==> src/rtl/hrhp_pkg.sv <==
// ----------------------------------------------------------------------------
// hrhp_pkg
// Shared types, codes and character helpers for the HTTP request header
// parser: parse phases, result kinds, status codes and the result bundle.
// ----------------------------------------------------------------------------
`default_nettype none

package hrhp_pkg;

   localparam int MAX_HEADER_DEFAULT = 4096;
   localparam int LEN_W = 13;
   localparam int MAX_RESULTS = 3;

   localparam logic [LEN_W-1:0] HEADER_LIMIT_RESET = 13'd4096;
   localparam logic [LEN_W-1:0] TARGET_LIMIT_RESET = 13'd4096;
   localparam logic [LEN_W-1:0] FIELD_LIMIT_RESET  = 13'd256;
   localparam logic [LEN_W-1:0] LEN_SAT            = 13'd8191;

   localparam logic [7:0] CH_CR      = 8'h0D;
   localparam logic [7:0] CH_LF      = 8'h0A;
   localparam logic [7:0] CH_SPACE   = 8'h20;
   localparam logic [7:0] CH_TAB     = 8'h09;
   localparam logic [7:0] CH_PLUS    = 8'h2B;
   localparam logic [7:0] CH_PERCENT = 8'h25;
   localparam logic [7:0] CH_COLON   = 8'h3A;
   localparam logic [7:0] CH_NUL     = 8'h00;
   localparam logic [31:0] END_OF_HEADER = 32'h0D0A0D0A;

   // register index codes on the configuration port
   localparam logic [1:0] REG_HEADER_LIMIT = 2'd0;
   localparam logic [1:0] REG_TARGET_LIMIT = 2'd1;
   localparam logic [1:0] REG_FIELD_LIMIT  = 2'd2;

   typedef enum logic [3:0] {
      PH_METHOD, PH_GET, PH_HEAD, PH_MSPACE, PH_TARGET, PH_PROTO, PH_VERSION,
      PH_REQCR, PH_REQLF, PH_NAME, PH_COLON, PH_BLANKS, PH_VALUE, PH_SKIP,
      PH_ENDED
   } phase_type;

   typedef enum logic [1:0] {
      KIND_TARGET = 2'd0,
      KIND_HOST_START = 2'd1,
      KIND_HOST = 2'd2,
      KIND_STATUS = 2'd3
   } kind_type;

   typedef enum logic [2:0] {
      ST_OK = 3'd0,
      ST_BAD = 3'd1,
      ST_METHOD = 3'd2,
      ST_LARGE = 3'd3,
      ST_VERSION = 3'd4
   } status_type;

   typedef struct packed {
      kind_type   kind;
      logic [7:0] out_byte;
      status_type status;
      logic       method_head;
   } result_type;

   typedef struct packed {
      logic [1:0]       count;
      result_type [2:0] slot;
   } bundle_type;

   function automatic logic [LEN_W-1:0] sat_inc(input logic [LEN_W-1:0] v);
      return (v == LEN_SAT) ? v : v + 13'd1;
   endfunction

   // {valid, nibble}
   function automatic logic [4:0] hex_val(input logic [7:0] c);
      logic [4:0] r;
      r = 5'd0;
      if (c >= 8'h30 && c <= 8'h39) begin
         r = {1'b1, c[3:0]};
      end else if ((c >= 8'h61 && c <= 8'h66) || (c >= 8'h41 && c <= 8'h46)) begin
         r = {1'b1, c[3:0] + 4'd9};
      end
      return r;
   endfunction

   function automatic logic [7:0] get_char(input logic [2:0] i);
      logic [7:0] r;
      case (i)
         3'd0: r = 8'h45;   // E
         3'd1: r = 8'h54;   // T
         default: r = 8'hFF;
      endcase
      return r;
   endfunction

   function automatic logic [7:0] head_char(input logic [2:0] i);
      logic [7:0] r;
      case (i)
         3'd0: r = 8'h45;   // E
         3'd1: r = 8'h41;   // A
         3'd2: r = 8'h44;   // D
         default: r = 8'hFF;
      endcase
      return r;
   endfunction

   function automatic logic [7:0] proto_char(input logic [2:0] i);
      logic [7:0] r;
      case (i)
         3'd0: r = 8'h48;   // H
         3'd1: r = 8'h54;   // T
         3'd2: r = 8'h54;   // T
         3'd3: r = 8'h50;   // P
         3'd4: r = 8'h2F;   // /
         default: r = 8'hFF;
      endcase
      return r;
   endfunction

   function automatic logic [7:0] host_char(input logic [2:0] i);
      logic [7:0] r;
      case (i)
         3'd0: r = 8'h68;   // h
         3'd1: r = 8'h6F;   // o
         3'd2: r = 8'h73;   // s
         3'd3: r = 8'h74;   // t
         default: r = 8'hFF;
      endcase
      return r;
   endfunction

   // status for text that stops where the phase stands
   function automatic status_type end_status(input phase_type ph, input logic [2:0] m);
      status_type r;
      if (ph == PH_NAME && m == 3'd0) begin
         r = ST_OK;
      end else if (ph inside {PH_METHOD, PH_GET, PH_HEAD}) begin
         r = ST_METHOD;
      end else if (ph == PH_VERSION) begin
         r = ST_VERSION;
      end else begin
         r = ST_BAD;
      end
      return r;
   endfunction

   function automatic result_type mk_res(input kind_type k, input logic [7:0] b,
                                          input status_type s, input logic mh);
      result_type r;
      r.kind = k;
      r.out_byte = b;
      r.status = s;
      r.method_head = mh;
      return r;
   endfunction

endpackage

`default_nettype wire

==> src/rtl/hrhp_if.sv <==
// ----------------------------------------------------------------------------
// hrhp_if
// Valid/ready channels of the HTTP request header parser: the request byte
// channel and the result channel.
// ----------------------------------------------------------------------------
`default_nettype none

interface hrhp_req_if;
   logic       valid;
   logic       ready;
   logic [7:0] data_byte;
   logic       end_of_data;

   modport source (output valid, data_byte, end_of_data, input ready);
   modport sink   (input valid, data_byte, end_of_data, output ready);
endinterface

interface hrhp_rsp_if;
   logic       valid;
   logic       ready;
   logic [1:0] kind;
   logic [7:0] out_byte;
   logic [2:0] status;
   logic       method_head;
   logic       last;

   modport source (output valid, kind, out_byte, status, method_head, last, input ready);
   modport sink   (input valid, kind, out_byte, status, method_head, last, output ready);
endinterface

`default_nettype wire

==> src/rtl/hrhp_rsp_queue.sv <==
// ----------------------------------------------------------------------------
// hrhp_rsp_queue
// Two-entry queue of result bundles (up to three results per request byte),
// drained one result per beat onto the result channel.
// ----------------------------------------------------------------------------
`default_nettype none

module hrhp_rsp_queue (
   input  wire logic               clock,
   input  wire logic               reset,
   input  wire logic               push_valid,
   input  wire hrhp_pkg::bundle_type push_bundle,
   output logic                    push_ready,
   hrhp_rsp_if.source              rsp
);

   hrhp_pkg::bundle_type entry_ff [2];
   logic       wr_ptr_ff, wr_ptr_in;
   logic       rd_ptr_ff, rd_ptr_in;
   logic [1:0] fill_ff, fill_in;
   logic [1:0] sel_ff, sel_in;

   hrhp_pkg::bundle_type head;
   hrhp_pkg::result_type cur;
   logic push, beat, pop, last_res;

   assign push_ready = (fill_ff != 2'd2);
   assign push       = push_valid & push_ready;

   assign head     = entry_ff[rd_ptr_ff];
   assign cur      = head.slot[sel_ff];
   assign last_res = (sel_ff == (head.count - 2'd1));

   assign rsp.valid       = (fill_ff != 2'd0);
   assign rsp.kind        = cur.kind;
   assign rsp.out_byte    = cur.out_byte;
   assign rsp.status      = cur.status;
   assign rsp.method_head = cur.method_head;
   assign rsp.last        = last_res;

   assign beat = rsp.valid & rsp.ready;
   assign pop  = beat & last_res;

   always_comb begin
      wr_ptr_in = push ? ~wr_ptr_ff : wr_ptr_ff;
      rd_ptr_in = pop ? ~rd_ptr_ff : rd_ptr_ff;
      fill_in   = fill_ff + {1'b0, push} - {1'b0, pop};
      sel_in    = sel_ff;
      if (pop) begin
         sel_in = 2'd0;
      end else if (beat) begin
         sel_in = sel_ff + 2'd1;
      end
   end

   always_ff @(posedge clock) begin
      if (reset) begin
         wr_ptr_ff <= 1'b0;
         rd_ptr_ff <= 1'b0;
         fill_ff   <= 2'd0;
         sel_ff    <= 2'd0;
      end else begin
         wr_ptr_ff <= wr_ptr_in;
         rd_ptr_ff <= rd_ptr_in;
         fill_ff   <= fill_in;
         sel_ff    <= sel_in;
      end
   end

   always_ff @(posedge clock) begin
      if (push) begin
         entry_ff[wr_ptr_ff] <= push_bundle;
      end
   end

endmodule

`default_nettype wire

==> src/rtl/http_request_header_parser.sv <==
// ----------------------------------------------------------------------------
// http_request_header_parser
// Checks an HTTP/1.x request line and Host headers byte by byte, streams the
// decoded target and Host values, and reports one final status per request.
// ----------------------------------------------------------------------------
// Usage:
//   req : one request byte per beat (data_byte), or end_of_data with no byte.
//   rsp : results: target bytes, host-value start, host bytes and a final
//         status; last marks the final result caused by one request byte.
//   csr : APB-style limits: header_limit at 0x0, target_limit at 0x4,
//         field_limit at 0x8; write only while the block is idle.
// A request byte is parsed in the cycle it is accepted; its results appear
// on rsp from the next cycle, one per cycle while rsp is ready. A byte is
// accepted every cycle while rsp is ready and each byte yields at most one
// result; a byte that yields two or three results holds the output until
// each is taken, and a two-bundle result queue absorbs the difference. When
// rsp stalls the queue fills and req.ready drops; nothing is lost. Reset
// returns the parser to the start of a request and the limits to 4096, 4096
// and 256. After each status the parser starts over with the next byte.
// ----------------------------------------------------------------------------
`default_nettype none

module http_request_header_parser #(
   parameter int MAX_HEADER = hrhp_pkg::MAX_HEADER_DEFAULT
) (
   input  wire logic        clock,
   input  wire logic        reset,
   hrhp_req_if.sink         req,
   hrhp_rsp_if.source       rsp,
   input  wire logic        csr_psel,
   input  wire logic        csr_penable,
   input  wire logic        csr_pwrite,
   input  wire logic [3:0]  csr_paddr,
   input  wire logic [31:0] csr_pwdata,
   output logic [31:0]      csr_prdata,
   output logic             csr_pready
);

   localparam int LimW = $clog2(MAX_HEADER + 1);
   localparam int CmpW = (LimW > hrhp_pkg::LEN_W) ? LimW : hrhp_pkg::LEN_W;

   // configuration
   logic [12:0] hlim_ff, tlim_ff, flim_ff;
   logic        csr_wr;

   assign csr_pready = 1'b1;
   assign csr_wr     = csr_psel & csr_penable & csr_pwrite;

   always_ff @(posedge clock) begin
      if (reset) begin
         hlim_ff <= hrhp_pkg::HEADER_LIMIT_RESET;
         tlim_ff <= hrhp_pkg::TARGET_LIMIT_RESET;
         flim_ff <= hrhp_pkg::FIELD_LIMIT_RESET;
      end else if (csr_wr) begin
         case (csr_paddr[3:2])
            hrhp_pkg::REG_HEADER_LIMIT: hlim_ff <= csr_pwdata[12:0];
            hrhp_pkg::REG_TARGET_LIMIT: tlim_ff <= csr_pwdata[12:0];
            hrhp_pkg::REG_FIELD_LIMIT:  flim_ff <= csr_pwdata[12:0];
            default: ;
         endcase
      end
   end

   always_comb begin
      case (csr_paddr[3:2])
         hrhp_pkg::REG_HEADER_LIMIT: csr_prdata = {19'd0, hlim_ff};
         hrhp_pkg::REG_TARGET_LIMIT: csr_prdata = {19'd0, tlim_ff};
         hrhp_pkg::REG_FIELD_LIMIT:  csr_prdata = {19'd0, flim_ff};
         default:                    csr_prdata = 32'd0;
      endcase
   end

   // parser state
   hrhp_pkg::phase_type  phase_ff, phase_in;
   logic [12:0]          bcount_ff, bcount_in;
   logic [23:0]          tail_ff, tail_in;
   logic [2:0]           match_ff, match_in;
   logic [12:0]          tlen_ff, tlen_in;
   logic [12:0]          vlen_ff, vlen_in;
   logic [1:0]           pend_ff, pend_in;
   logic [7:0]           held_ff, held_in;
   hrhp_pkg::status_type err_ff, err_in;
   logic                 head_ff, head_in;

   // working signals
   logic                 accept;
   logic [7:0]           c, lc;
   logic [31:0]          window;
   logic                 prev_cr;
   logic [4:0]           hv, held_hv;
   logic                 tgt_ok_cur, tgt_ok_next, handled, value_go;
   logic [12:0]          v1, v2;
   logic [CmpW-1:0]      limit, bcount_w;
   logic                 do_parse, do_finish, too_large;
   hrhp_pkg::status_type fin_status;
   logic [1:0]           nres;
   hrhp_pkg::result_type [3:0] res;
   hrhp_pkg::bundle_type bundle;
   logic                 q_ready;

   function automatic logic fits(input logic [12:0] len, input logic [12:0] lim);
      return ({1'b0, len} + 14'd1) <= {1'b0, lim};
   endfunction

   assign accept   = req.valid & req.ready;
   assign req.ready = q_ready;
   assign c        = req.data_byte;
   assign window   = {tail_ff, c};
   assign prev_cr  = (tail_ff[7:0] == hrhp_pkg::CH_CR);
   assign lc       = (c >= 8'h41 && c <= 8'h5A) ? c + 8'd32 : c;
   assign hv       = hrhp_pkg::hex_val(c);
   assign held_hv  = hrhp_pkg::hex_val(held_ff);
   assign limit    = (CmpW'(hlim_ff) < CmpW'(MAX_HEADER)) ? CmpW'(hlim_ff) : CmpW'(MAX_HEADER);
   assign bcount_w = CmpW'(hrhp_pkg::sat_inc(bcount_ff));
   assign tgt_ok_cur  = fits(tlen_ff, tlim_ff);
   assign tgt_ok_next = fits(hrhp_pkg::sat_inc(tlen_ff), tlim_ff);

   always_comb begin
      phase_in   = phase_ff;
      bcount_in  = bcount_ff;
      tail_in    = tail_ff;
      match_in   = match_ff;
      tlen_in    = tlen_ff;
      vlen_in    = vlen_ff;
      pend_in    = pend_ff;
      held_in    = held_ff;
      err_in     = err_ff;
      head_in    = head_ff;
      nres       = 2'd0;
      res        = '0;
      handled    = 1'b0;
      value_go   = 1'b0;
      v1         = vlen_ff;
      v2         = vlen_ff;
      do_parse   = 1'b0;
      do_finish  = 1'b0;
      too_large  = 1'b0;
      fin_status = hrhp_pkg::ST_OK;

      if (accept) begin
         if (req.end_of_data) begin
            do_finish = 1'b1;
         end else begin
            bcount_in = hrhp_pkg::sat_inc(bcount_ff);
            tail_in   = window[23:0];
            if (window == hrhp_pkg::END_OF_HEADER) begin
               do_parse  = 1'b1;
               do_finish = 1'b1;
            end else if (bcount_w >= limit) begin
               do_finish = 1'b1;
               too_large = 1'b1;
            end else begin
               do_parse = 1'b1;
            end
         end
      end

      if (do_parse && phase_ff != hrhp_pkg::PH_ENDED) begin
         if (c == hrhp_pkg::CH_NUL) begin
            err_in   = hrhp_pkg::end_status(phase_ff, match_ff);
            phase_in = hrhp_pkg::PH_ENDED;
         end else begin
            case (phase_ff)
               hrhp_pkg::PH_METHOD: begin
                  match_in = 3'd0;
                  if (c == 8'h47) begin
                     phase_in = hrhp_pkg::PH_GET;
                  end else if (c == 8'h48) begin
                     phase_in = hrhp_pkg::PH_HEAD;
                  end else begin
                     err_in   = hrhp_pkg::ST_METHOD;
                     phase_in = hrhp_pkg::PH_ENDED;
                  end
               end
               hrhp_pkg::PH_GET: begin
                  if (match_ff < 3'd2 && c == hrhp_pkg::get_char(match_ff)) begin
                     match_in = match_ff + 3'd1;
                     if (match_ff == 3'd1) begin
                        head_in  = 1'b0;
                        phase_in = hrhp_pkg::PH_MSPACE;
                     end
                  end else begin
                     err_in   = hrhp_pkg::ST_METHOD;
                     phase_in = hrhp_pkg::PH_ENDED;
                  end
               end
               hrhp_pkg::PH_HEAD: begin
                  if (match_ff < 3'd3 && c == hrhp_pkg::head_char(match_ff)) begin
                     match_in = match_ff + 3'd1;
                     if (match_ff == 3'd2) begin
                        head_in  = 1'b1;
                        phase_in = hrhp_pkg::PH_MSPACE;
                     end
                  end else begin
                     err_in   = hrhp_pkg::ST_METHOD;
                     phase_in = hrhp_pkg::PH_ENDED;
                  end
               end
               hrhp_pkg::PH_MSPACE: begin
                  if (c == hrhp_pkg::CH_SPACE) begin
                     phase_in = hrhp_pkg::PH_TARGET;
                     tlen_in  = 13'd0;
                     pend_in  = 2'd0;
                  end else begin
                     err_in   = hrhp_pkg::ST_BAD;
                     phase_in = hrhp_pkg::PH_ENDED;
                  end
               end
               hrhp_pkg::PH_TARGET: begin
                  if (c == hrhp_pkg::CH_SPACE) begin
                     // flush a stray percent before closing the target
                     if (pend_ff != 2'd0 && tgt_ok_cur) begin
                        res[nres] = hrhp_pkg::mk_res(hrhp_pkg::KIND_TARGET,
                           hrhp_pkg::CH_PERCENT, hrhp_pkg::ST_OK, 1'b0);
                        nres = nres + 2'd1;
                     end
                     if (pend_ff == 2'd2 && tgt_ok_cur) begin
                        res[nres] = hrhp_pkg::mk_res(hrhp_pkg::KIND_TARGET,
                           held_ff, hrhp_pkg::ST_OK, 1'b0);
                        nres = nres + 2'd1;
                     end
                     pend_in = 2'd0;
                     if (!tgt_ok_cur) begin
                        err_in   = hrhp_pkg::ST_LARGE;
                        phase_in = hrhp_pkg::PH_ENDED;
                     end else begin
                        phase_in = hrhp_pkg::PH_PROTO;
                        match_in = 3'd0;
                     end
                  end else if (c == hrhp_pkg::CH_CR || c == hrhp_pkg::CH_LF) begin
                     err_in   = hrhp_pkg::ST_BAD;
                     phase_in = hrhp_pkg::PH_ENDED;
                  end else begin
                     tlen_in = hrhp_pkg::sat_inc(tlen_ff);
                     if (pend_ff == 2'd1) begin
                        if (hv[4]) begin
                           held_in = c;
                           pend_in = 2'd2;
                           handled = 1'b1;
                        end else begin
                           if (tgt_ok_next) begin
                              res[nres] = hrhp_pkg::mk_res(hrhp_pkg::KIND_TARGET,
                                 hrhp_pkg::CH_PERCENT, hrhp_pkg::ST_OK, 1'b0);
                              nres = nres + 2'd1;
                           end
                           pend_in = 2'd0;
                        end
                     end else if (pend_ff == 2'd2) begin
                        if (hv[4]) begin
                           if (tgt_ok_next) begin
                              res[nres] = hrhp_pkg::mk_res(hrhp_pkg::KIND_TARGET,
                                 {held_hv[3:0], hv[3:0]}, hrhp_pkg::ST_OK, 1'b0);
                              nres = nres + 2'd1;
                           end
                           pend_in = 2'd0;
                           handled = 1'b1;
                        end else begin
                           if (tgt_ok_next) begin
                              res[nres] = hrhp_pkg::mk_res(hrhp_pkg::KIND_TARGET,
                                 hrhp_pkg::CH_PERCENT, hrhp_pkg::ST_OK, 1'b0);
                              nres = nres + 2'd1;
                              res[nres] = hrhp_pkg::mk_res(hrhp_pkg::KIND_TARGET,
                                 held_ff, hrhp_pkg::ST_OK, 1'b0);
                              nres = nres + 2'd1;
                           end
                           pend_in = 2'd0;
                        end
                     end
                     if (!handled) begin
                        if (c == hrhp_pkg::CH_PERCENT) begin
                           pend_in = 2'd1;
                        end else if (tgt_ok_next) begin
                           res[nres] = hrhp_pkg::mk_res(hrhp_pkg::KIND_TARGET,
                              (c == hrhp_pkg::CH_PLUS) ? hrhp_pkg::CH_SPACE : c,
                              hrhp_pkg::ST_OK, 1'b0);
                           nres = nres + 2'd1;
                        end
                     end
                  end
               end
               hrhp_pkg::PH_PROTO: begin
                  if (match_ff < 3'd5 && c == hrhp_pkg::proto_char(match_ff)) begin
                     match_in = match_ff + 3'd1;
                     if (match_ff == 3'd4) begin
                        phase_in = hrhp_pkg::PH_VERSION;
                        match_in = 3'd0;
                     end
                  end else begin
                     err_in   = hrhp_pkg::ST_BAD;
                     phase_in = hrhp_pkg::PH_ENDED;
                  end
               end
               hrhp_pkg::PH_VERSION: begin
                  if (match_ff == 3'd0 && c == 8'h31) begin
                     match_in = 3'd1;
                  end else if (match_ff == 3'd1 && c == 8'h2E) begin
                     match_in = 3'd2;
                  end else if (match_ff == 3'd2 && (c == 8'h30 || c == 8'h31)) begin
                     phase_in = hrhp_pkg::PH_REQCR;
                  end else begin
                     err_in   = hrhp_pkg::ST_VERSION;
                     phase_in = hrhp_pkg::PH_ENDED;
                  end
               end
               hrhp_pkg::PH_REQCR: begin
                  if (c == hrhp_pkg::CH_CR) begin
                     phase_in = hrhp_pkg::PH_REQLF;
                  end else begin
                     err_in   = hrhp_pkg::ST_BAD;
                     phase_in = hrhp_pkg::PH_ENDED;
                  end
               end
               hrhp_pkg::PH_REQLF: begin
                  if (c == hrhp_pkg::CH_LF) begin
                     phase_in = hrhp_pkg::PH_NAME;
                     match_in = 3'd0;
                  end else begin
                     err_in   = hrhp_pkg::ST_BAD;
                     phase_in = hrhp_pkg::PH_ENDED;
                  end
               end
               hrhp_pkg::PH_NAME: begin
                  if (match_ff < 3'd4 && lc == hrhp_pkg::host_char(match_ff)) begin
                     match_in = match_ff + 3'd1;
                     if (match_ff == 3'd3) begin
                        phase_in = hrhp_pkg::PH_COLON;
                     end
                  end else begin
                     phase_in = hrhp_pkg::PH_SKIP;
                  end
               end
               hrhp_pkg::PH_COLON: begin
                  if (c == hrhp_pkg::CH_COLON) begin
                     res[nres] = hrhp_pkg::mk_res(hrhp_pkg::KIND_HOST_START, 8'd0,
                        hrhp_pkg::ST_OK, 1'b0);
                     nres     = nres + 2'd1;
                     vlen_in  = 13'd0;
                     phase_in = hrhp_pkg::PH_BLANKS;
                  end else begin
                     err_in   = hrhp_pkg::ST_BAD;
                     phase_in = hrhp_pkg::PH_ENDED;
                  end
               end
               hrhp_pkg::PH_BLANKS: begin
                  // skip leading blanks, then treat as a value byte
                  if (c != hrhp_pkg::CH_SPACE && c != hrhp_pkg::CH_TAB) begin
                     phase_in = hrhp_pkg::PH_VALUE;
                     value_go = 1'b1;
                  end
               end
               hrhp_pkg::PH_VALUE: begin
                  value_go = 1'b1;
               end
               hrhp_pkg::PH_SKIP: begin
                  if (c == hrhp_pkg::CH_LF && prev_cr) begin
                     phase_in = hrhp_pkg::PH_NAME;
                     match_in = 3'd0;
                  end
               end
               default: begin
                  phase_in = hrhp_pkg::PH_ENDED;
               end
            endcase

            if (value_go) begin
               if (prev_cr && c == hrhp_pkg::CH_LF) begin
                  if (!fits(vlen_ff, flim_ff)) begin
                     err_in   = hrhp_pkg::ST_LARGE;
                     phase_in = hrhp_pkg::PH_ENDED;
                  end else begin
                     phase_in = hrhp_pkg::PH_NAME;
                     match_in = 3'd0;
                  end
               end else begin
                  // a held CR that was not a line end is value data
                  v1 = prev_cr ? hrhp_pkg::sat_inc(vlen_ff) : vlen_ff;
                  if (prev_cr && fits(v1, flim_ff)) begin
                     res[nres] = hrhp_pkg::mk_res(hrhp_pkg::KIND_HOST,
                        hrhp_pkg::CH_CR, hrhp_pkg::ST_OK, 1'b0);
                     nres = nres + 2'd1;
                  end
                  v2 = (c != hrhp_pkg::CH_CR) ? hrhp_pkg::sat_inc(v1) : v1;
                  if (c != hrhp_pkg::CH_CR && fits(v2, flim_ff)) begin
                     res[nres] = hrhp_pkg::mk_res(hrhp_pkg::KIND_HOST, c,
                        hrhp_pkg::ST_OK, 1'b0);
                     nres = nres + 2'd1;
                  end
                  vlen_in = v2;
               end
            end
         end
      end

      if (do_finish) begin
         if (too_large) begin
            fin_status = hrhp_pkg::ST_LARGE;
         end else if (bcount_in < 13'd2) begin
            fin_status = hrhp_pkg::ST_BAD;
         end else if (phase_in == hrhp_pkg::PH_ENDED) begin
            fin_status = err_in;
         end else begin
            fin_status = hrhp_pkg::end_status(phase_in, match_in);
         end
         res[nres] = hrhp_pkg::mk_res(hrhp_pkg::KIND_STATUS, 8'd0, fin_status, head_in);
         nres      = nres + 2'd1;
         // start over for the next request
         phase_in  = hrhp_pkg::PH_METHOD;
         bcount_in = 13'd0;
         tail_in   = 24'd0;
         match_in  = 3'd0;
         tlen_in   = 13'd0;
         vlen_in   = 13'd0;
         pend_in   = 2'd0;
         held_in   = 8'd0;
         err_in    = hrhp_pkg::ST_OK;
         head_in   = 1'b0;
      end
   end

   always_ff @(posedge clock) begin
      if (reset) begin
         phase_ff  <= hrhp_pkg::PH_METHOD;
         bcount_ff <= 13'd0;
         tail_ff   <= 24'd0;
         match_ff  <= 3'd0;
         tlen_ff   <= 13'd0;
         vlen_ff   <= 13'd0;
         pend_ff   <= 2'd0;
         held_ff   <= 8'd0;
         err_ff    <= hrhp_pkg::ST_OK;
         head_ff   <= 1'b0;
      end else begin
         phase_ff  <= phase_in;
         bcount_ff <= bcount_in;
         tail_ff   <= tail_in;
         match_ff  <= match_in;
         tlen_ff   <= tlen_in;
         vlen_ff   <= vlen_in;
         pend_ff   <= pend_in;
         held_ff   <= held_in;
         err_ff    <= err_in;
         head_ff   <= head_in;
      end
   end

   assign bundle.count = nres;
   assign bundle.slot  = res[2:0];

   hrhp_rsp_queue u_rsp_queue (
      .clock       (clock),
      .reset       (reset),
      .push_valid  (accept && nres != 2'd0),
      .push_bundle (bundle),
      .push_ready  (q_ready),
      .rsp         (rsp)
   );

endmodule

`default_nettype wire

==> src/flat_wrapper.sv <==
// flat-port wrapper written by rule: the top's interface ports become plain ports
module http_request_header_parser_flat 
#(
   parameter int MAX_HEADER = hrhp_pkg::MAX_HEADER_DEFAULT
)
  (clock, reset, csr_psel, csr_penable, csr_pwrite, csr_paddr, csr_pwdata, csr_prdata, csr_pready, req_valid, req_data_byte, req_end_of_data, req_ready, rsp_valid, rsp_kind, rsp_out_byte, rsp_status, rsp_method_head, rsp_last, rsp_ready);
  hrhp_req_if req_i ();
  hrhp_rsp_if rsp_i ();
  input  wire logic clock;
  input  wire logic reset;
  input  wire logic csr_psel;
  input  wire logic csr_penable;
  input  wire logic csr_pwrite;
  input  wire logic [3:0] csr_paddr;
  input  wire logic [31:0] csr_pwdata;
  output logic [31:0] csr_prdata;
  output logic csr_pready;
  input wire logic [$bits(req_i.valid)-1:0] req_valid;
  input wire logic [$bits(req_i.data_byte)-1:0] req_data_byte;
  input wire logic [$bits(req_i.end_of_data)-1:0] req_end_of_data;
  output wire logic [$bits(req_i.ready)-1:0] req_ready;
  output wire logic [$bits(rsp_i.valid)-1:0] rsp_valid;
  output wire logic [$bits(rsp_i.kind)-1:0] rsp_kind;
  output wire logic [$bits(rsp_i.out_byte)-1:0] rsp_out_byte;
  output wire logic [$bits(rsp_i.status)-1:0] rsp_status;
  output wire logic [$bits(rsp_i.method_head)-1:0] rsp_method_head;
  output wire logic [$bits(rsp_i.last)-1:0] rsp_last;
  input wire logic [$bits(rsp_i.ready)-1:0] rsp_ready;
  assign req_i.valid = req_valid;
  assign req_i.data_byte = req_data_byte;
  assign req_i.end_of_data = req_end_of_data;
  assign req_ready = req_i.ready;
  assign rsp_valid = rsp_i.valid;
  assign rsp_kind = rsp_i.kind;
  assign rsp_out_byte = rsp_i.out_byte;
  assign rsp_status = rsp_i.status;
  assign rsp_method_head = rsp_i.method_head;
  assign rsp_last = rsp_i.last;
  assign rsp_i.ready = rsp_ready;
  http_request_header_parser #(.MAX_HEADER(MAX_HEADER)) u_core (.clock(clock), .reset(reset), .req(req_i), .rsp(rsp_i), .csr_psel(csr_psel), .csr_penable(csr_penable), .csr_pwrite(csr_pwrite), .csr_paddr(csr_paddr), .csr_pwdata(csr_pwdata), .csr_prdata(csr_prdata), .csr_pready(csr_pready));
endmodule
==> config.mk <==
export PLATFORM = sky130hd
export DESIGN_NAME = http_request_header_parser_flat
export DESIGN_NICKNAME = d
export VERILOG_FILES = /design/src/rtl/hrhp_pkg.sv /design/src/rtl/hrhp_if.sv /design/src/rtl/hrhp_rsp_queue.sv /design/src/rtl/http_request_header_parser.sv /design/src/flat_wrapper.sv
export SDC_FILE = /design/constraint.sdc
export NUM_CORES = 1
export LEC_CHECK = 0
export ABC_AREA = 1
export BUFFER_PORTS_ARGS = -buffer_cell sky130_fd_sc_hd__clkbuf_2
export CAP_MARGIN = 15
export CORE_MARGIN = 2
export CORE_UTILIZATION = 30
export DETAILED_ROUTE_END_ITERATION = 10
export PLACE_DENSITY_LB_ADDON = 0.12
export SYNTH_ARGS = -nofsm -noshare
export SYNTH_HDL_FRONTEND = slang
export SYNTH_SLANG_ARGS = --single-unit
==> constraint.sdc <==
create_clock -name clock -period 12.5 [get_ports clock]
set_input_delay 1.875 -clock clock [delete_from_list [all_inputs] [get_ports clock]]
set_output_delay 1.875 -clock clock [all_outputs]
set_load 0.01 [all_outputs]
Word level (Yosys, flattened, before mapping)
Memory sizes are Yosys's and may differ from the RTL's. A register that Yosys moved wholly into a read port is not among the register bits.
Index checks and enable logic that the tools add are counted.
{ "classes": {"n_mux": 260, "n_eq_ne": 57, "n_reduce_logical": 56, "n_lt_le_gt_ge": 36, "bitwise_logic": 15, "n_addsub": 22} }
{ "ops": {"columns": ["cell", "n"], "rows": [
  ["$mux W56", 16],
  ["$mux W14", 27],
  ["$bwmux W56", 4],
  ["$mux W13", 17],
  ["$mux W42", 4],
  ["$mux W3", 50],
  ["$demux W14 S2", 5],
  ["$mux W8", 14],
  ["$mux W4", 25],
  ["$mux W2", 41],
  ["$add A13 B1 Y14 const B", 5],
  ["$le A14 B13 Y1", 5],
  ["$pmux W8 S4", 2],
  ["$eq A8 B6 Y1 const B", 7],
  ["$pmux W4 S14", 1],
  ["$add A13 B1 Y13 const B", 4],
  ["$eq A13 B13 Y1 const B", 4],
  ["$and A40 B40 Y40", 1],
  ["$le A8 B7 Y1 const B", 5],
  ["$not A40 Y40", 1],
  ["$pmux W13 S3", 1],
  ["$mux W1", 35],
  ["$eq A32 B28 Y1 const B", 1],
  ["$eq A4 B4 Y1 const B", 8],
  ["65 further kinds", 163]
]} }
{ "word_totals": {"ff_bits": 129, "n_memories": 1, "output_inout_bits": 50, "input_bits": 52, "ramBits": 88} }
{ "mem_list": {"columns": ["memory", "words", "width", "rd", "rd_ports_with_merged_regs", "wr", "line", "rtl"], "rows": [
  ["u_core.u_rsp_queue.entry_ff", 2, 44, 1, 1, 1, "hrhp_rsp_queue.sv:17", "hrhp_pkg::bundle_type entry_ff [2];"]
]} }

Longest topological paths before layout
{ "depth": {"ltp_word": 41, "mapped_depth": 54} }

Cells and area by module
Synthesis repeated with hierarchy kept, for this count alone.
{ "unflattened": {"hier_cells": 2431, "area_unflattened_um2": 16679.7} }
{ "by_module_without_submodules": {"columns": ["mod", "seq_area_each_um2", "area_per_inst_um2", "cells_each", "instances"], "rows": [
  ["http_request_header_parser", 2462.4, 12936.2, 2140, 1],
  ["hrhp_rsp_queue", 2782.7, 3743.6, 291, 1]
]} }

Least setup slack after synthesis
OpenSTA, ideal clock, no wires.
{ "synth_timing": {"kind": "in2reg", "from": "input port req_data_byte[1]", "to": "memory u_core.u_rsp_queue.entry_ff[1][0] (netlist bit) (enable)", "path_slack_ns": 4.595, "cell_stages": 33, "n_path_buf": 1, "required_ns": 12.082, "t_arrival_ns": 7.487, "setup_time_ns": 0.418, "path_cell_list": "inv_1 -> ha_1 -> inv_1 -> nor3_1 -> bufinv_8 -> nand2_8 -> buf_8 -> nand2_2 -> nand2_2 -> ha_1 -> nand2_1 -> nor2_1 -> nand4_1 -> xor2_1 -> inv_1 -> ha_1 -> inv_1 -> nor3_1 -> nand2_1 -> o311ai_0 -> nand3_1 -> a21boi_0 -> nor2_1 -> a31oi_1 -> nor2_1 -> nand2_4 -> nand2_1 -> nand3_2 -> nand2_1 -> ha_1 -> or2_2 -> nand2_2 -> a21oi_2"} }
{ "synth_between": {"elab_chain_cells": 41} }
{ "synth_rtl": {"columns": ["item", "line", "rtl"], "rows": [
  ["start, declared", "flat_wrapper.sv:19", "input wire logic [$bits(req_i.data_byte)-1:0] req_data_byte;"],
  ["$ge A8 B7 Y1 / $le A8 B7 Y1 (equally long branches)", "hrhp_pkg.sv:77", "end else if ((c >= 8'h61 && c <= 8'h66) || (c >= 8'h41 && c <= 8'h46)) begin"],
  ["$logic_and A1 B1 Y1", "hrhp_pkg.sv:77", null],
  ["$logic_or A1 B1 Y1", "hrhp_pkg.sv:77", null],
  ["$mux W5", "hrhp_pkg.sv:77", null],
  ["$mux W5", "hrhp_pkg.sv:75", "if (c >= 8'h30 && c <= 8'h39) begin"],
  ["$mux W2", "http_request_header_parser.sv:249", "if (hv[4]) begin"],
  ["$mux W2", "http_request_header_parser.sv:248", "end else if (pend_ff == 2'd2) begin"],
  ["$mux W2", "http_request_header_parser.sv:235", "if (pend_ff == 2'd1) begin"],
  ["[25 not listed]", null, null],
  ["$mux W2", "http_request_header_parser.sv:158", "if (do_parse && phase_ff != hrhp_pkg::PH_ENDED) begin"],
  ["$add A2 B1 Y2", "http_request_header_parser.sv:405", "nres = nres + 2'd1;"],
  ["$mux W2 *", "http_request_header_parser.sv:394", "if (do_finish) begin"],
  ["$reduce_bool A2 Y1 *", "http_request_header_parser.sv:452", ".push_valid (accept && nres != 2'd0),"],
  ["$logic_and A1 B1 Y1 *", "http_request_header_parser.sv:452", null],
  ["$and A1 B1 Y1 *", "hrhp_rsp_queue.sv:28", "assign push = push_valid & push_ready;"],
  ["$mux W1 *", "hrhp_rsp_queue.sv:71", "if (push) begin"],
  ["$mux W1 (not written as such) *", "hrhp_rsp_queue.sv:72", "entry_ff[wr_ptr_ff] <= push_bundle;"],
  ["end, declared", "hrhp_rsp_queue.sv:17", null]
]} }
Every way passes the cells marked *; elsewhere a longest branch is shown, timed or not. The select of a mux whose other input is x is not followed.

Worst setup path in the final report
{ "layout_timing": {"from": "input port req_data_byte[1]", "to": "register u_core.u_rsp_queue.fill_ff[1]"} }
{ "layout_between": {"elab_chain_cells": 41} }
{ "layout_rtl": {"columns": ["item", "line", "rtl"], "rows": [
  ["$ge A8 B7 Y1 / $le A8 B7 Y1 (equally long branches)", "hrhp_pkg.sv:77", null],
  ["$logic_and A1 B1 Y1", "hrhp_pkg.sv:77", null],
  ["$logic_or A1 B1 Y1", "hrhp_pkg.sv:77", null],
  ["$mux W5", "hrhp_pkg.sv:77", null],
  ["$mux W5", "hrhp_pkg.sv:75", null],
  ["$mux W2", "http_request_header_parser.sv:249", null],
  ["$mux W2", "http_request_header_parser.sv:248", null],
  ["$mux W2", "http_request_header_parser.sv:235", null],
  ["[26 not listed]", null, null],
  ["$add A2 B1 Y2", "http_request_header_parser.sv:405", null],
  ["$mux W2 *", "http_request_header_parser.sv:394", null],
  ["via u_core.nres[1]", "http_request_header_parser.sv:96", "logic [1:0] nres;"],
  ["$reduce_bool A2 Y1 *", "http_request_header_parser.sv:452", null],
  ["$logic_and A1 B1 Y1 *", "http_request_header_parser.sv:452", null],
  ["$and A1 B1 Y1 *", "hrhp_rsp_queue.sv:28", null],
  ["$add A2 B1 Y2 *", "hrhp_rsp_queue.sv:47", "fill_in = fill_ff + {1'b0, push} - {1'b0, pop};"],
  ["$sub A2 B1 Y2 *", "hrhp_rsp_queue.sv:47", null],
  ["end signal, assigned", "hrhp_rsp_queue.sv:65", "fill_ff <= fill_in;"],
  ["end, declared", "hrhp_rsp_queue.sv:20", "logic [1:0] fill_ff, fill_in;"]
]} }
The timed path passes the listed nets; every way through them passes the cells marked *. The select of a mux whose other input is x is not followed.
A chain may end at the register's enable or synchronous reset.

==> results.py <==
metrics = {
    "run_status": {
        "status": "completed",
    },
    "setup_path": {
        "max_stage_delay_ps": 410,
        "reg2reg_depth": 51,
        "worst_ep_required_time_ps": 12990,
        "critPathCaptureType": "flop",
        "path_max_fanout": 17,
        "r2r-end": "u_core.u_rsp_queue.fill_ff[1]",
        "cpMaxStageDelayCell": "a31oi_1",
        "timing.rr.start": "u_core.tlen_ff[0]",
        "r2r_slack_ps": 4610,
        "cp-start-kind": "input port",
        "crit_type": "input port to flop",
        "critPathArrivalTime_ps": 8810,
    },
    "clock_tree": {
        "h-tree-depth": 1,
        "post_cts_resize_count": 0,
        "cts_tree": "built",
        "cts_buffers": 27,
        "cts_buffer_depth": 3,
        "cts_setup_buffers": 0,
        "cts.sinks": 218,
        "clk_pin_slew_ps": 60,
        "clk_latency_ps": 560,
        "cts_root_buf": "clkbuf_16",
        "holdBufCountCts": 0,
    },
    "sta": {
        "setup_viol": 0,
        "slew_headroom_pct": 21.9,
        "worstMarginPinSlew_ps": 1170,
        "finalClockSkew_ps": 12.2,
        "fmax_mhz": 120,
        "setup-tns-final_ps": 0,
        "min_period_over_period_pct": 66.5,
        "drv_slew": 0,
        "hold_viol": 0,
        "fin_crit_ps": 8320,
        "rsz0062_at_grt": "false",
    },
    "die": {
        "die_w_um": 238,
        "start_util_pct": 30.4,
        "num_io_pins": 102,
        "die_h_um": 238,
        "die_area_sq_um": 56500,
        "rows": 85,
        "core_area_sq_um": 53900,
    },
    "synth": {
        "ys.flop_type": "dfxtp_1",
        "yosys_warnings": 0,
        "synthCells": 2357,
        "synth_top_area_cell": "edfxtp_1",
        "syn_area_sq_um": 16400,
        "yosys.area.top_type_share_pct": 16.1,
        "syn_area_per_cell_sq_um": 6.95,
        "synthTopCellsByArea": "edfxtp_1, dfxtp_1, nand2_1, ha_1, inv_1",
        "synthArstFlopShare_pct": 0,
        "synth_edf_count": 88,
        "synth_cell_types": 67,
        "synth_seq_cells": 218,
        "seq_area_frac_synth_pct": 32.0,
    },
    "power_and_ir_drop": {
        "ir_worst_vdd_uv": 86.7,
        "leakage_nw": 8.12,
        "p_per_area_nw_per_um2": 117,
    },
    "global_routing": {
        "antenna_found_initial": 0,
        "grt.overflow.total": 0,
        "first_global_vias": 15300,
        "grt_max_degree": 74,
        "track_usage_pct": 19.3,
        "grt_pass1_wl_um": 86700,
    },
    "route": {
        "drt-wirelength-per-cell_um": 17.8,
        "drc": 0,
        "drt-pass1-iter-count": 5,
        "initialDrtViolationCount": 1169,
        "via_count": 15800,
        "vias_per_cell": 5.09,
        "final_antenna_net_count": 0,
        "drt-total-wl_um": 55200,
    },
    "cells_and_area": {
        "drive_above_1_share_pct": 8.88,
        "fillCellCount": 5811,
        "final_nets": 2555,
        "diodes": 0,
        "post-route-util_pct": 33.8,
        "syn_to_final_growth_pct": 11.3,
    },
    "min_path": {
        "hold_class": "flop to flop",
        "min-delay-start": "u_core.tail_ff[11]",
        "whs_endpoint": "u_core.tail_ff[19]",
        "worstHoldPathCells": 2,
    },
    "placed_design": {
        "place.gp.congestion": 0.933,
        "port_buffers": 60,
        "hpwlAfterDp_um": 42200,
    },
    "flow_run": {
        "maxCapViolCount": 0,
    },
}
worst max-delay path: cells and delay by family:
kind,cells,cell delay [ps]
adders and majority gates,6,1460
AOI/OAI and AO/OA,5,890
buffers and inverters,9,1360
and+or+nand+nor,19,2810
xor gates and xnor gates,2,380
report_power, final:
group          switching [mW]  internal, mW
combinational           0.342         0.148
clock                   0.323         0.486
sequential             0.0239         0.812
total                   0.689          1.45
state kept, by name (all words and copies together) (netlist names), named ones only:
signal	cells
u_core.hlim_ff	13
u_core.bcount_ff	13
u_core.u_rsp_queue.entry_ff	88
u_core.u_rsp_queue.fill_ff	2
u_core.head_ff	1
u_core.match_ff	3
u_core.tail_ff	24
u_core.tlim_ff	13
u_core.u_rsp_queue.sel_ff	2
u_core.u_rsp_queue.wr_ptr_ff	1
u_core.tlen_ff	13
u_core.held_ff	8
u_core.u_rsp_queue.rd_ptr_ff	1
u_core.phase_ff	4
u_core.err_ff	3
u_core.flim_ff	13
u_core.pend_ff	2
u_core.vlen_ff	13
cell usage after synthesis (all sizes together) (16+ instances only):
master and count:
nand2 525, nor4 16, a21oi 156, xor2 46, o21ai 176, nor2 324
buf 40, edfxtp 88, clkbuf 52, ha 112, a211oi 26, nor3 44
inv 320, nand3 117, o211ai 17, nand4 57, dfxtp 130
cells by family after synthesis:
kind of cell / after synthesis / share of synthesized area (%)
flip-flops: 218 / 32.0
AND/OR/NAND/NOR: 1094 / 29.7
AO/OA/AOI/OAI: 458 / 16.4
multiplexers: 3 / 0.183
other: 2 / 0.0458
buffers and inverters: 418 / 10.3
XOR/XNOR: 52 / 2.78
adder cells (fa/ha/maj): 112 / 8.55
worst max path at each step:
stage / startpoint / slack, ps / to / cells past startpoint
after CTS: req_data_byte[1] / 4350 / u_core.u_rsp_queue.fill_ff[1] / 41
after global placement: req_data_byte[1] / 3760 / u_core.u_rsp_queue.fill_ff[1] / 41
after detailed placement: req_data_byte[1] / 3760 / u_core.u_rsp_queue.fill_ff[1] / 41
after global routing: u_core.tlen_ff[0] / 3710 / u_core.u_rsp_queue.fill_ff[1] / 52
final: req_data_byte[1] / 4180 / u_core.u_rsp_queue.fill_ff[1] / 41
after floorplan: req_data_byte[1] / 4600 / u_core.u_rsp_queue.entry_ff[1][0] / 33
metal layers:
metal,vias to the layer above,share of wire [%],track usage [%]
met3,68,3.9,1.89
met4,0,1.9,4.42
met5,-,0,0
met1,7446,48,26.9
met2,361,46,32.2
li1,7922,-,-
layout by cell type (no fill, tap or decap), types with 5 or more instances in the layout:
cell type,synthesis,final
o31ai_1,8,8
nor2_4,8,9
inv_2,12,13
o32ai_1,14,14
conb_1,2,20
edfxtp_1,88,88
o221ai_1,12,12
ha_1,112,112
xnor2_1,6,6
nor3_1,42,42
nor2_1,303,303
o211ai_1,17,17
nand3_2,6,6
inv_1,308,307
clkinv_1,5,8
clkbuf_8,0,5
dfxtp_1,130,130
nor2_2,11,10
nand2_2,25,25
a21oi_1,154,154
nand3_1,108,108
o21ai_0,168,168
buf_4,23,19
a31oi_1,9,9
nand2_1,495,495
a211oi_1,26,26
nor4_1,15,15
a221oi_1,11,11
xor2_1,46,46
nand4_1,55,55
clkbuf_16,0,27
o21ai_2,5,5
clkbuf_2,0,60
per-stage QoR:
step / std cells / power (mW) / hold WS [ps] / instance area, sq um / setup WS [ps]
6_report: 3106 / 2.14 / 458 / 18200 / 4180
5_1_grt: 3106 / 2.26 / 480 / 18200 / 3710
4_1_cts: 3105 / 2.17 / 461 / 18200 / 4350
3_5_place_dp: 3057 / 1.35 / 456 / 17300 / 3760
3_3_place_gp: 3057 / 1.34 / 449 / 17300 / 3760
2_1_floorplan: 2375 / 1.18 / 436 / 16500 / 4600
cell type report:
cell class | instances | area [sq um] | area share, %
Tap cell | 696 | 871 | 4.78
Clock buffer | 35 | 756 | 4.15
Sequential cell | 218 | 5250 | 28.8
Timing Repair Buffer | 79 | 443 | 2.43
Multi-Input combinational cell | 1739 | 9530 | 52.3
Inverter | 326 | 1240 | 6.79
Clock inverter | 13 | 153 | 0.837
Power figures use the tool's default switching activity.
